**src/sv/ptb_pkg.sv**
```systemverilog
// Package for the palette tone blender: shared types and constants.
// No dependencies; used by every module of the block.
package ptb_pkg;

    // Tone range and blend constants
    localparam logic [7:0] TONE_MAX     = 8'd200;
    localparam logic [7:0] TONE_NEUTRAL = 8'd100;
    localparam logic [3:0] COMP_MAX     = 4'd15;

    // x / 100 for x <= 1500 as (x * 1311) >> 17
    localparam logic [21:0] RECIP_100   = 22'd1311;
    localparam int          RECIP_SHIFT = 17;

    // Register indexes on the configuration port
    localparam logic [1:0] REG_RED   = 2'd0;
    localparam logic [1:0] REG_GREEN = 2'd1;
    localparam logic [1:0] REG_BLUE  = 2'd2;

    localparam int CFG_ADDR_W = 5;

    // Classified tone request, one queue entry
    typedef struct packed {
        logic [7:0] tone;   // clamped tone
        logic       up;     // blend toward white
        logic [6:0] delta;  // distance from neutral, 0..100
    } t_tone_cmd;

    // One blended palette entry
    typedef struct packed {
        logic       last;
        logic [7:0] tone;
        logic [3:0] blue;
        logic [3:0] green;
        logic [3:0] red;
        logic [3:0] color;
    } t_pixel;

endpackage

```
**src/sv/ptb_front.sv**
```systemverilog
// Front end of the palette tone blender: accepts tone beats and classifies them.
// Depends on ptb_pkg.
module ptb_front (
    input  logic                  i_valid,
    input  logic signed [9:0]     i_tone,
    input  logic                  i_q_full,
    output logic                  o_ready,
    output logic                  o_push,
    output ptb_pkg::t_tone_cmd    o_cmd
);
    import ptb_pkg::*;

    logic [7:0] w_tone;

    // Clamp to 0..200
    always_comb begin
        if (i_tone < 10'sd0) begin
            w_tone = 8'd0;
        end else if (i_tone > $signed({2'b00, TONE_MAX})) begin
            w_tone = TONE_MAX;
        end else begin
            w_tone = i_tone[7:0];
        end
    end

    // Direction and distance from neutral
    always_comb begin
        o_cmd.tone = w_tone;
        o_cmd.up   = (w_tone > TONE_NEUTRAL);
        if (w_tone > TONE_NEUTRAL) begin
            o_cmd.delta = 7'(w_tone - TONE_NEUTRAL);
        end else begin
            o_cmd.delta = 7'(TONE_NEUTRAL - w_tone);
        end
    end

    assign o_ready = !i_q_full;
    assign o_push  = i_valid && !i_q_full;

endmodule

```
**src/sv/ptb_queue.sv**
```systemverilog
// Two-entry queue of classified tone requests between front and back end.
// Depends on ptb_pkg.
module ptb_queue (
    input  logic                  i_clk,
    input  logic                  i_rst_n,
    input  logic                  i_push,
    input  ptb_pkg::t_tone_cmd    i_cmd,
    input  logic                  i_pop,
    output logic                  o_full,
    output logic                  o_valid,
    output ptb_pkg::t_tone_cmd    o_cmd
);
    import ptb_pkg::*;

    t_tone_cmd  r_mem [2];
    logic       r_wr_ptr;
    logic       r_rd_ptr;
    logic [1:0] r_count;

    logic       w_push;
    logic       w_pop;

    assign o_full  = (r_count == 2'd2);
    assign o_valid = (r_count != 2'd0);
    assign o_cmd   = r_mem[r_rd_ptr];
    assign w_push  = i_push && !o_full;
    assign w_pop   = i_pop && o_valid;

    // Storage
    always_ff @(posedge i_clk) begin
        if (w_push) begin
            r_mem[r_wr_ptr] <= i_cmd;
        end
    end

    // Pointers and fill count
    always_ff @(posedge i_clk) begin
        if (!i_rst_n) begin
            r_wr_ptr <= 1'b0;
            r_rd_ptr <= 1'b0;
            r_count  <= 2'd0;
        end else begin
            if (w_push) begin
                r_wr_ptr <= !r_wr_ptr;
            end
            if (w_pop) begin
                r_rd_ptr <= !r_rd_ptr;
            end
            r_count <= 2'(r_count + {1'b0, w_push} - {1'b0, w_pop});
        end
    end

endmodule

```
**src/sv/ptb_back.sv**
```systemverilog
// Back end of the palette tone blender: walks the colors of one request and
// blends them in a two-stage pipeline. Depends on ptb_pkg.
module ptb_back #(
    parameter int COLOR_ENTRIES = 16
) (
    input  logic                  i_clk,
    input  logic                  i_rst_n,
    input  logic                  i_q_valid,
    input  ptb_pkg::t_tone_cmd    i_cmd,
    output logic                  o_pop,
    input  logic [63:0]           i_src_red,
    input  logic [63:0]           i_src_green,
    input  logic [63:0]           i_src_blue,
    output logic                  o_valid,
    input  logic                  i_ready,
    output ptb_pkg::t_pixel       o_pixel
);
    import ptb_pkg::*;

    localparam logic [3:0] COLOR_LAST = 4'(COLOR_ENTRIES - 1);

    // Issue counter
    logic [3:0]  r_color;
    logic        w_adv;
    logic        w_issue;

    // Stage 1: source components and scaled products
    logic        r_s1_valid;
    logic [3:0]  r_s1_color;
    t_tone_cmd   r_s1_cmd;
    logic [3:0]  r_s1_v    [3];
    logic [10:0] r_s1_prod [3];

    // Output register
    logic        r_out_valid;
    t_pixel      r_out;

    logic [3:0]  w_v    [3];
    logic [10:0] w_prod [3];
    logic [3:0]  w_res  [3];

    // Whole pipeline moves when the output slot frees up
    assign w_adv   = !r_out_valid || i_ready;
    assign w_issue = w_adv && i_q_valid;
    assign o_pop   = w_issue && (r_color == COLOR_LAST);

    // Component select for the color being issued
    assign w_v[0] = i_src_red[{r_color, 2'b00} +: 4];
    assign w_v[1] = i_src_green[{r_color, 2'b00} +: 4];
    assign w_v[2] = i_src_blue[{r_color, 2'b00} +: 4];

    // Distance to the target times tone offset
    always_comb begin
        for (int k = 0; k < 3; k++) begin
            if (i_cmd.up) begin
                w_prod[k] = 11'(COMP_MAX - w_v[k]) * 11'(i_cmd.delta);
            end else begin
                w_prod[k] = 11'(w_v[k]) * 11'(i_cmd.delta);
            end
        end
    end

    // Divide by 100 and apply toward white or black
    always_comb begin
        logic [21:0] p;
        logic [3:0]  q;
        for (int k = 0; k < 3; k++) begin
            p = 22'(r_s1_prod[k]) * RECIP_100;
            q = p[RECIP_SHIFT +: 4];
            if (r_s1_cmd.up) begin
                w_res[k] = r_s1_v[k] + q;
            end else begin
                w_res[k] = r_s1_v[k] - q;
            end
        end
    end

    // Control registers
    always_ff @(posedge i_clk) begin
        if (!i_rst_n) begin
            r_color     <= 4'd1;
            r_s1_valid  <= 1'b0;
            r_out_valid <= 1'b0;
        end else if (w_adv) begin
            r_s1_valid  <= i_q_valid;
            r_out_valid <= r_s1_valid;
            if (w_issue) begin
                r_color <= (r_color == COLOR_LAST) ? 4'd1 : 4'(r_color + 4'd1);
            end
        end
    end

    // Payload registers
    always_ff @(posedge i_clk) begin
        if (w_adv) begin
            r_s1_color <= r_color;
            r_s1_cmd   <= i_cmd;
            for (int k = 0; k < 3; k++) begin
                r_s1_v[k]    <= w_v[k];
                r_s1_prod[k] <= w_prod[k];
            end
            r_out.color <= r_s1_color;
            r_out.red   <= w_res[0];
            r_out.green <= w_res[1];
            r_out.blue  <= w_res[2];
            r_out.tone  <= r_s1_cmd.tone;
            r_out.last  <= (r_s1_color == COLOR_LAST);
        end
    end

    assign o_valid = r_out_valid;
    assign o_pixel = r_out;

    // Counter stays within colors 1..COLOR_ENTRIES-1
    a_color_range: assert property (@(posedge i_clk) disable iff (!i_rst_n)
        (r_color != 4'd0) && (r_color <= COLOR_LAST))
        else $error("color counter out of range");

    // Queue entry is released only on the last color
    a_pop_last: assert property (@(posedge i_clk) disable iff (!i_rst_n)
        o_pop |-> (r_color == COLOR_LAST) && i_q_valid)
        else $error("request released early");

    // After the last color the counter restarts at color 1
    a_wrap: assert property (@(posedge i_clk) disable iff (!i_rst_n)
        o_pop |=> (r_color == 4'd1))
        else $error("color counter did not wrap");

    // A stalled stage-1 entry is not dropped
    a_s1_hold: assert property (@(posedge i_clk) disable iff (!i_rst_n)
        (r_s1_valid && !w_adv) |=> r_s1_valid)
        else $error("stage 1 entry lost on stall");

endmodule

```
**src/sv/palette_tone_blender.sv**
```systemverilog
// Palette tone blender top level: APB palette registers, front end, queue, back end.
// First result of a request: queue, then stage-1 register, then output register.
// One color per cycle unless the output stalls, COLOR_ENTRIES-1 colors per request
// (15 by default); the queue holds the request in progress and one waiting request.
// Reset (synchronous, active low) empties the pipeline and clears the palette.
module palette_tone_blender #(
    parameter int COLOR_ENTRIES = 16
) (
    input  logic                            i_clk,
    input  logic                            i_rst_n,
    // APB configuration port
    input  logic                            psel,
    input  logic                            penable,
    input  logic                            pwrite,
    input  logic [ptb_pkg::CFG_ADDR_W-1:0]  paddr,
    input  logic [63:0]                     pwdata,
    output logic [63:0]                     prdata,
    output logic                            pready,
    // Tone requests
    input  logic                            s_axis_tvalid,
    output logic                            s_axis_tready,
    input  logic [15:0]                     s_axis_tdata,  // [9:0] tone_request
    // Blended palette entries
    output logic                            m_axis_tvalid,
    input  logic                            m_axis_tready,
    output logic [23:0]                     m_axis_tdata,  // color_index, red_out,
                                                           // green_out, blue_out,
                                                           // applied_tone
    output logic                            m_axis_tlast   // last_entry
);
    import ptb_pkg::*;

    logic [63:0] r_src_red;
    logic [63:0] r_src_green;
    logic [63:0] r_src_blue;

    logic        w_wr;
    logic [1:0]  w_reg_idx;

    logic        w_q_full;
    logic        w_push;
    t_tone_cmd   w_push_cmd;
    logic        w_q_valid;
    t_tone_cmd   w_head_cmd;
    logic        w_pop;
    t_pixel      w_pixel;

    // Configuration registers
    assign pready    = 1'b1;
    assign w_wr      = psel && penable && pwrite;
    assign w_reg_idx = paddr[4:3];

    always_ff @(posedge i_clk) begin
        if (!i_rst_n) begin
            r_src_red   <= '0;
            r_src_green <= '0;
            r_src_blue  <= '0;
        end else if (w_wr) begin
            unique case (w_reg_idx)
                REG_RED:   r_src_red   <= pwdata;
                REG_GREEN: r_src_green <= pwdata;
                REG_BLUE:  r_src_blue  <= pwdata;
                default:   ;
            endcase
        end
    end

    always_comb begin
        unique case (w_reg_idx)
            REG_RED:   prdata = r_src_red;
            REG_GREEN: prdata = r_src_green;
            REG_BLUE:  prdata = r_src_blue;
            default:   prdata = '0;
        endcase
    end

    ptb_front u_front (
        .i_valid  (s_axis_tvalid),
        .i_tone   ($signed(s_axis_tdata[9:0])),
        .i_q_full (w_q_full),
        .o_ready  (s_axis_tready),
        .o_push   (w_push),
        .o_cmd    (w_push_cmd)
    );

    ptb_queue u_queue (
        .i_clk   (i_clk),
        .i_rst_n (i_rst_n),
        .i_push  (w_push),
        .i_cmd   (w_push_cmd),
        .i_pop   (w_pop),
        .o_full  (w_q_full),
        .o_valid (w_q_valid),
        .o_cmd   (w_head_cmd)
    );

    ptb_back #(
        .COLOR_ENTRIES (COLOR_ENTRIES)
    ) u_back (
        .i_clk       (i_clk),
        .i_rst_n     (i_rst_n),
        .i_q_valid   (w_q_valid),
        .i_cmd       (w_head_cmd),
        .o_pop       (w_pop),
        .i_src_red   (r_src_red),
        .i_src_green (r_src_green),
        .i_src_blue  (r_src_blue),
        .o_valid     (m_axis_tvalid),
        .i_ready     (m_axis_tready),
        .o_pixel     (w_pixel)
    );

    assign m_axis_tdata = {w_pixel.tone, w_pixel.blue, w_pixel.green,
                           w_pixel.red, w_pixel.color};
    assign m_axis_tlast = w_pixel.last;

endmodule

```
**config.mk**
```make
export PLATFORM = sky130hd
export DESIGN_NAME = palette_tone_blender
export DESIGN_NICKNAME = d
export VERILOG_FILES = /design/src/sv/ptb_pkg.sv /design/src/sv/ptb_front.sv /design/src/sv/ptb_queue.sv /design/src/sv/ptb_back.sv /design/src/sv/palette_tone_blender.sv
export SDC_FILE = /design/constraint.sdc
export NUM_CORES = 1
export LEC_CHECK = 0
export ABC_AREA = 1
export BUFFER_PORTS_ARGS = -buffer_cell sky130_fd_sc_hd__buf_2
export CAP_MARGIN = 20
export CORE_MARGIN = 4
export CORE_UTILIZATION = 50
export CTS_CLUSTER_SIZE = 14
export DETAILED_ROUTE_END_ITERATION = 10
export PLACE_DENSITY = 0.72
export SLEW_MARGIN = 20
export SYNTH_ARGS = -nofsm -noshare
export SYNTH_HDL_FRONTEND = slang
export SYNTH_HIERARCHICAL = 1
export SYNTH_SLANG_ARGS = --single-unit
```
**constraint.sdc**
```tcl
create_clock -name i_clk -period 8.65 [get_ports i_clk]
set_clock_uncertainty 0.1 [all_clocks]
set_input_delay 1.73 -clock i_clk [delete_from_list [all_inputs] [get_ports i_clk]]
set_output_delay 1.73 -clock i_clk [all_outputs]
set_load 0.03 [all_outputs]
```
==> Implementation_results.wiki <==
{| class="wikitable"
! Metric !! Value
|-
| Sinks on Clock Net || 318
|-
| Number of diodes added for antenna fixing || 0
|-
| TritonCTS clock tree || built
|-
| Cell area after placement || 0.03005 mm²
|-
| Cell repeated most along the worst path || nand2_1
|-
| Level count of the clock H-tree || 2
|-
| Worst r2r path cells || 35
|-
| Clock-pin slew on the worst setup and hold paths || 70 ps
|-
| RSZ-0062 raised after global routing || no
|-
| # hold bufs at CTS || 0
|-
| Area growth from synthesis to layout || 6.969%
|-
| Nets in the synthesized netlist || 4507
|-
| Total wire length || 71.92 mm
|-
| Worst-path maximum fanout || 5
|-
| Required time of the worst setup path || roughly 9000 ps
|-
| Buffers on Ports || 173
|-
| Setup tns final || 0 ps
|-
| Crit path arrival time || approximately 6600 ps
|-
| I/O pin total || 184
|-
| Slew @ Worst Pin || 973.2 ps
|-
| Run status || completed
|-
| Start-to-end type of the worst setup path || reg2reg
|-
| Buffer cell driving the clock tree root || clkbuf_16
|-
| Routed Antenna Nets || 0
|-
| Critical Path Slowest Stage Cell || fa_1
|-
| Peak clock frequency supported by timing || approximately 0.16 GHz
|-
| Die Y || 249.3 µm
|-
| Launching element type of the critical path || register
|-
| Shortest clock period the worst path allows after layout || around 6400 ps
|-
| Layout cell share with drive strength beyond 1 || 0.08249
|-
| Buffers and inverters on the worst path || 9
|-
| Most instantiated flip-flop cell in the synthesis netlist || dfxtp_1
|-
| Area of the mapped netlist || 0.02910 mm²
|-
| Die footprint || 0.06213 mm²
|-
| Register-to-register path setup slack || roughly 2300 ps
|-
| Category of cells accounting for the largest share of critical-path delay || adder cells
|-
| Number of global-route vias before repair || between 20000 and 25000
|-
| Number of maximum-capacitance constraint violations || 0
|-
| Starting density of the core || 0.5044
|-
| GRT Total Usage || 0.2278
|-
| Pin count of the biggest net entering global routing || 129
|-
| Period Utilization, post-route || 0.7358
|-
| Post-Synthesis Cells || 3883
|-
| Final setup violating endpoints || 0
|-
| Hold WC Path Type || reg2reg
|-
| First-pass GRT wire length || 118.5 mm
|-
| Last element of the critical path || u_back/o_pixel[7]$_DFFE_PN_
|-
| Cts bufs inserted || 36
|-
| Synthesized area divided by synthesized cell count || between 7 and 8 µm²
|-
| FF+latch count, synth || between 300 and 400
|-
| Slew margin rel. || 0.3497
|-
| Last weighted congestion value of the routability-driven placer || 0.8906
|-
| Critical path capture point type || register
|-
| Post-detailed-route wirelength per cell || 15.21 µm
|-
| Reg-to-Reg Start || u_back/r_s1_prod[0][6]$_DFFE_PN_
|-
| Max-slew violation total from the final report || 0
|-
| Number of flops mapped to enable cells by yosys || 115
|-
| Warning count from the yosys run || 6
|-
| Iteration-0 DRC count of the detailed router || around 1800
|-
| Post-synthesis async set-or-reset flop share || 0
|-
| Via count of the routed design || 24660
|-
| Layout Cell Area excl Fill || 0.03113 mm²
|-
| Delay of the slowest critical-path stage || 530 ps
|-
| Die X || around 250 µm
|-
| Pre-antenna DRT Iters || 6
|-
| Core box area || slightly below 0.06 mm²
|-
| Detailed-placement wirelength estimate || 51.94 mm
|-
| Clock Path Buffers || 3
|-
| Initial antenna violation count || 1
|-
| Part of the Yosys area used for sequential elements || 0.2583
|-
| Worst-skew pair later-pin latency || 560 ps
|-
| Residual DRC || 0
|-
| Reg2Reg Capture Point || u_back/o_pixel[7]$_DFFE_PN_
|-
| Placement Rows || 88
|-
| Congestion Overflow GR || 0
|-
| Number of gates resized after cts || 0
|-
| Vias per std cell || 5.215
|-
| Final hold vios || 0
|-
| Post-synth cell types || between 50 and 60
|-
| Fin nets || 4568
|-
| Post-CTS setup repair buffer count || 0
|-
| Startpoint of the most critical setup path || u_back/r_s1_prod[0][6]$_DFFE_PN_
|-
| Number of logic stages on the critical path including buffering || 35
|}
metal layers:
metal | track usage | up-vias | wire length [µm]
li1 | - | 12450 | -
met5 | 0 | - | 7
met3 | 0.03487 | 110 | 4300
met1 | 0.2960 | 11420 | 31230
met4 | 0.06360 | 2 | 1745
met2 | 0.3963 | 685 | 34640
cells by family after synthesis:
group / Yosys count / synth area share
other cells: 1 / 0.0001289
fa+ha+maj: 532 / 0.2728
compound gates: 378 / 0.07730
xor+xnor: 30 / 0.009029
buf+inv: 780 / 0.1157
flops: 318 / 0.2583
simple gates: 1828 / 0.2592
mux: 16 / 0.007481
state kept, by name, indices dropped and copies added (netlist names), 2 cells and up, named ones only:
| signal | count |
|---|---|
| u_queue/r_mem | 32 |
| u_back/r_s1_color | 4 |
| r_src_blue | 64 |
| u_back/o_pixel | 25 |
| r_src_green | 64 |
| u_back/r_s1_v | 12 |
| u_back/r_s1_cmd | 9 |
| u_back/r_color | 4 |
| u_back/r_s1_prod | 33 |
| u_queue/r_count | 2 |
| r_src_red | 64 |
worst min-delay path by stage:
stage,start,endpoint,slack (ps),cells past startpoint
finish,u_back/r_s1_cmd[15]$_DFFE_PN_,u_back/o_pixel[23]$_DFFE_PN_,330,0
global route,u_back/r_s1_cmd[15]$_DFFE_PN_,u_back/o_pixel[23]$_DFFE_PN_,340,0
CTS,u_back/r_s1_cmd[15]$_DFFE_PN_,u_back/o_pixel[23]$_DFFE_PN_,330,0
detailed placement,u_back/r_s1_cmd[15]$_DFFE_PN_,u_back/o_pixel[23]$_DFFE_PN_,310,0
global placement,u_back/r_s1_cmd[13]$_DFFE_PN_,u_back/o_pixel[21]$_DFFE_PN_,300,0
floorplan,u_back/r_s1_cmd[8]$_DFFE_PN_,u_back/o_pixel[16]$_DFFE_PN_,300,0
synth_stat cells, types with 5 or more instances:
cell	number	area, µm²
edfxtp_1	115	3453
o22ai_1	25	156.4
nand2_1	781	2932
nor2_1	654	2455
xor2_1	13	113.9
a31oi_1	7	43.79
buf_2	54	270.3
o211ai_1	7	52.55
a21o_1	12	90.09
a22o_1	12	105.1
inv_1	588	2207
clkinv_1	6	22.52
o21bai_1	5	37.54
xnor2_1	17	148.9
buf_6	35	394.1
nand3b_1	5	37.54
a21oi_1	96	480.5
nand3_1	306	1531
ha_1	361	4517
buf_4	23	172.7
nor3_1	13	65.06
clkbuf_1	51	191.4
o221ai_1	30	262.8
dfxtp_1	203	4064
mux2_4	10	150.1
o21ai_1	12	60.06
nor2_4	7	78.83
nand4_1	20	125.1
o21ai_0	158	790.8
and2_1	8	50.05
nor2_2	18	112.6
inv_2	15	56.30
mux2_2	6	67.56
fa_1	171	3423
placed cells by master, fill, tap and decap left out, types with 11 or more instances in the layout:
| cell | count |
|---|---|
| ha_1 | 361 |
| xnor2_1 | 17 |
| dfxtp_1 | 201 |
| o22ai_1 | 25 |
| xor2_1 | 13 |
| edfxtp_1 | 115 |
| clkbuf_16 | 37 |
| a21o_1 | 12 |
| o221ai_1 | 30 |
| buf_2 | 172 |
| fa_1 | 171 |
| o21ai_0 | 158 |
| buf_4 | 18 |
| inv_2 | 15 |
| nand3_1 | 306 |
| inv_1 | 587 |
| a21oi_1 | 96 |
| nor2_4 | 11 |
| nor2_2 | 18 |
| a22o_1 | 12 |
| nor2_1 | 650 |
| nand2_1 | 781 |
| o21ai_1 | 12 |
| nor3_1 | 13 |
| nand4_1 | 20 |
through the flow:
| stage | instances | utilization | setup WS, ps | hold WS [ps] |
|---|---|---|---|---|
| global route | 4729 | 0.5396 | 1763 | 340.3 |
| finish | 4729 | 0.5396 | 2286 | 325.5 |
| detailed placement | 4671 | 0.5209 | 2286 | 306.2 |
| CTS | 4729 | 0.5396 | 2254 | 326.6 |
| global placement | 4671 | 0.5209 | 2425 | 302.3 |
| floorplan | 3883 | - | 2904 | 300.3 |
layout make-up:
type                            instances  area, µm²
Sequential cell                       318       7520
Multi-Input combinational cell       2785      18250
Clock buffer                           50       1026
Timing Repair Buffer                  192       1027
Tap cell                              765      957.2
Inverter                              611       2300
Fill cell                            5628      26570
Clock inverter                          8      52.55
Power is not shown: default switching activity piles up to over one toggle a cycle in this logic, so the estimate is an artifact.
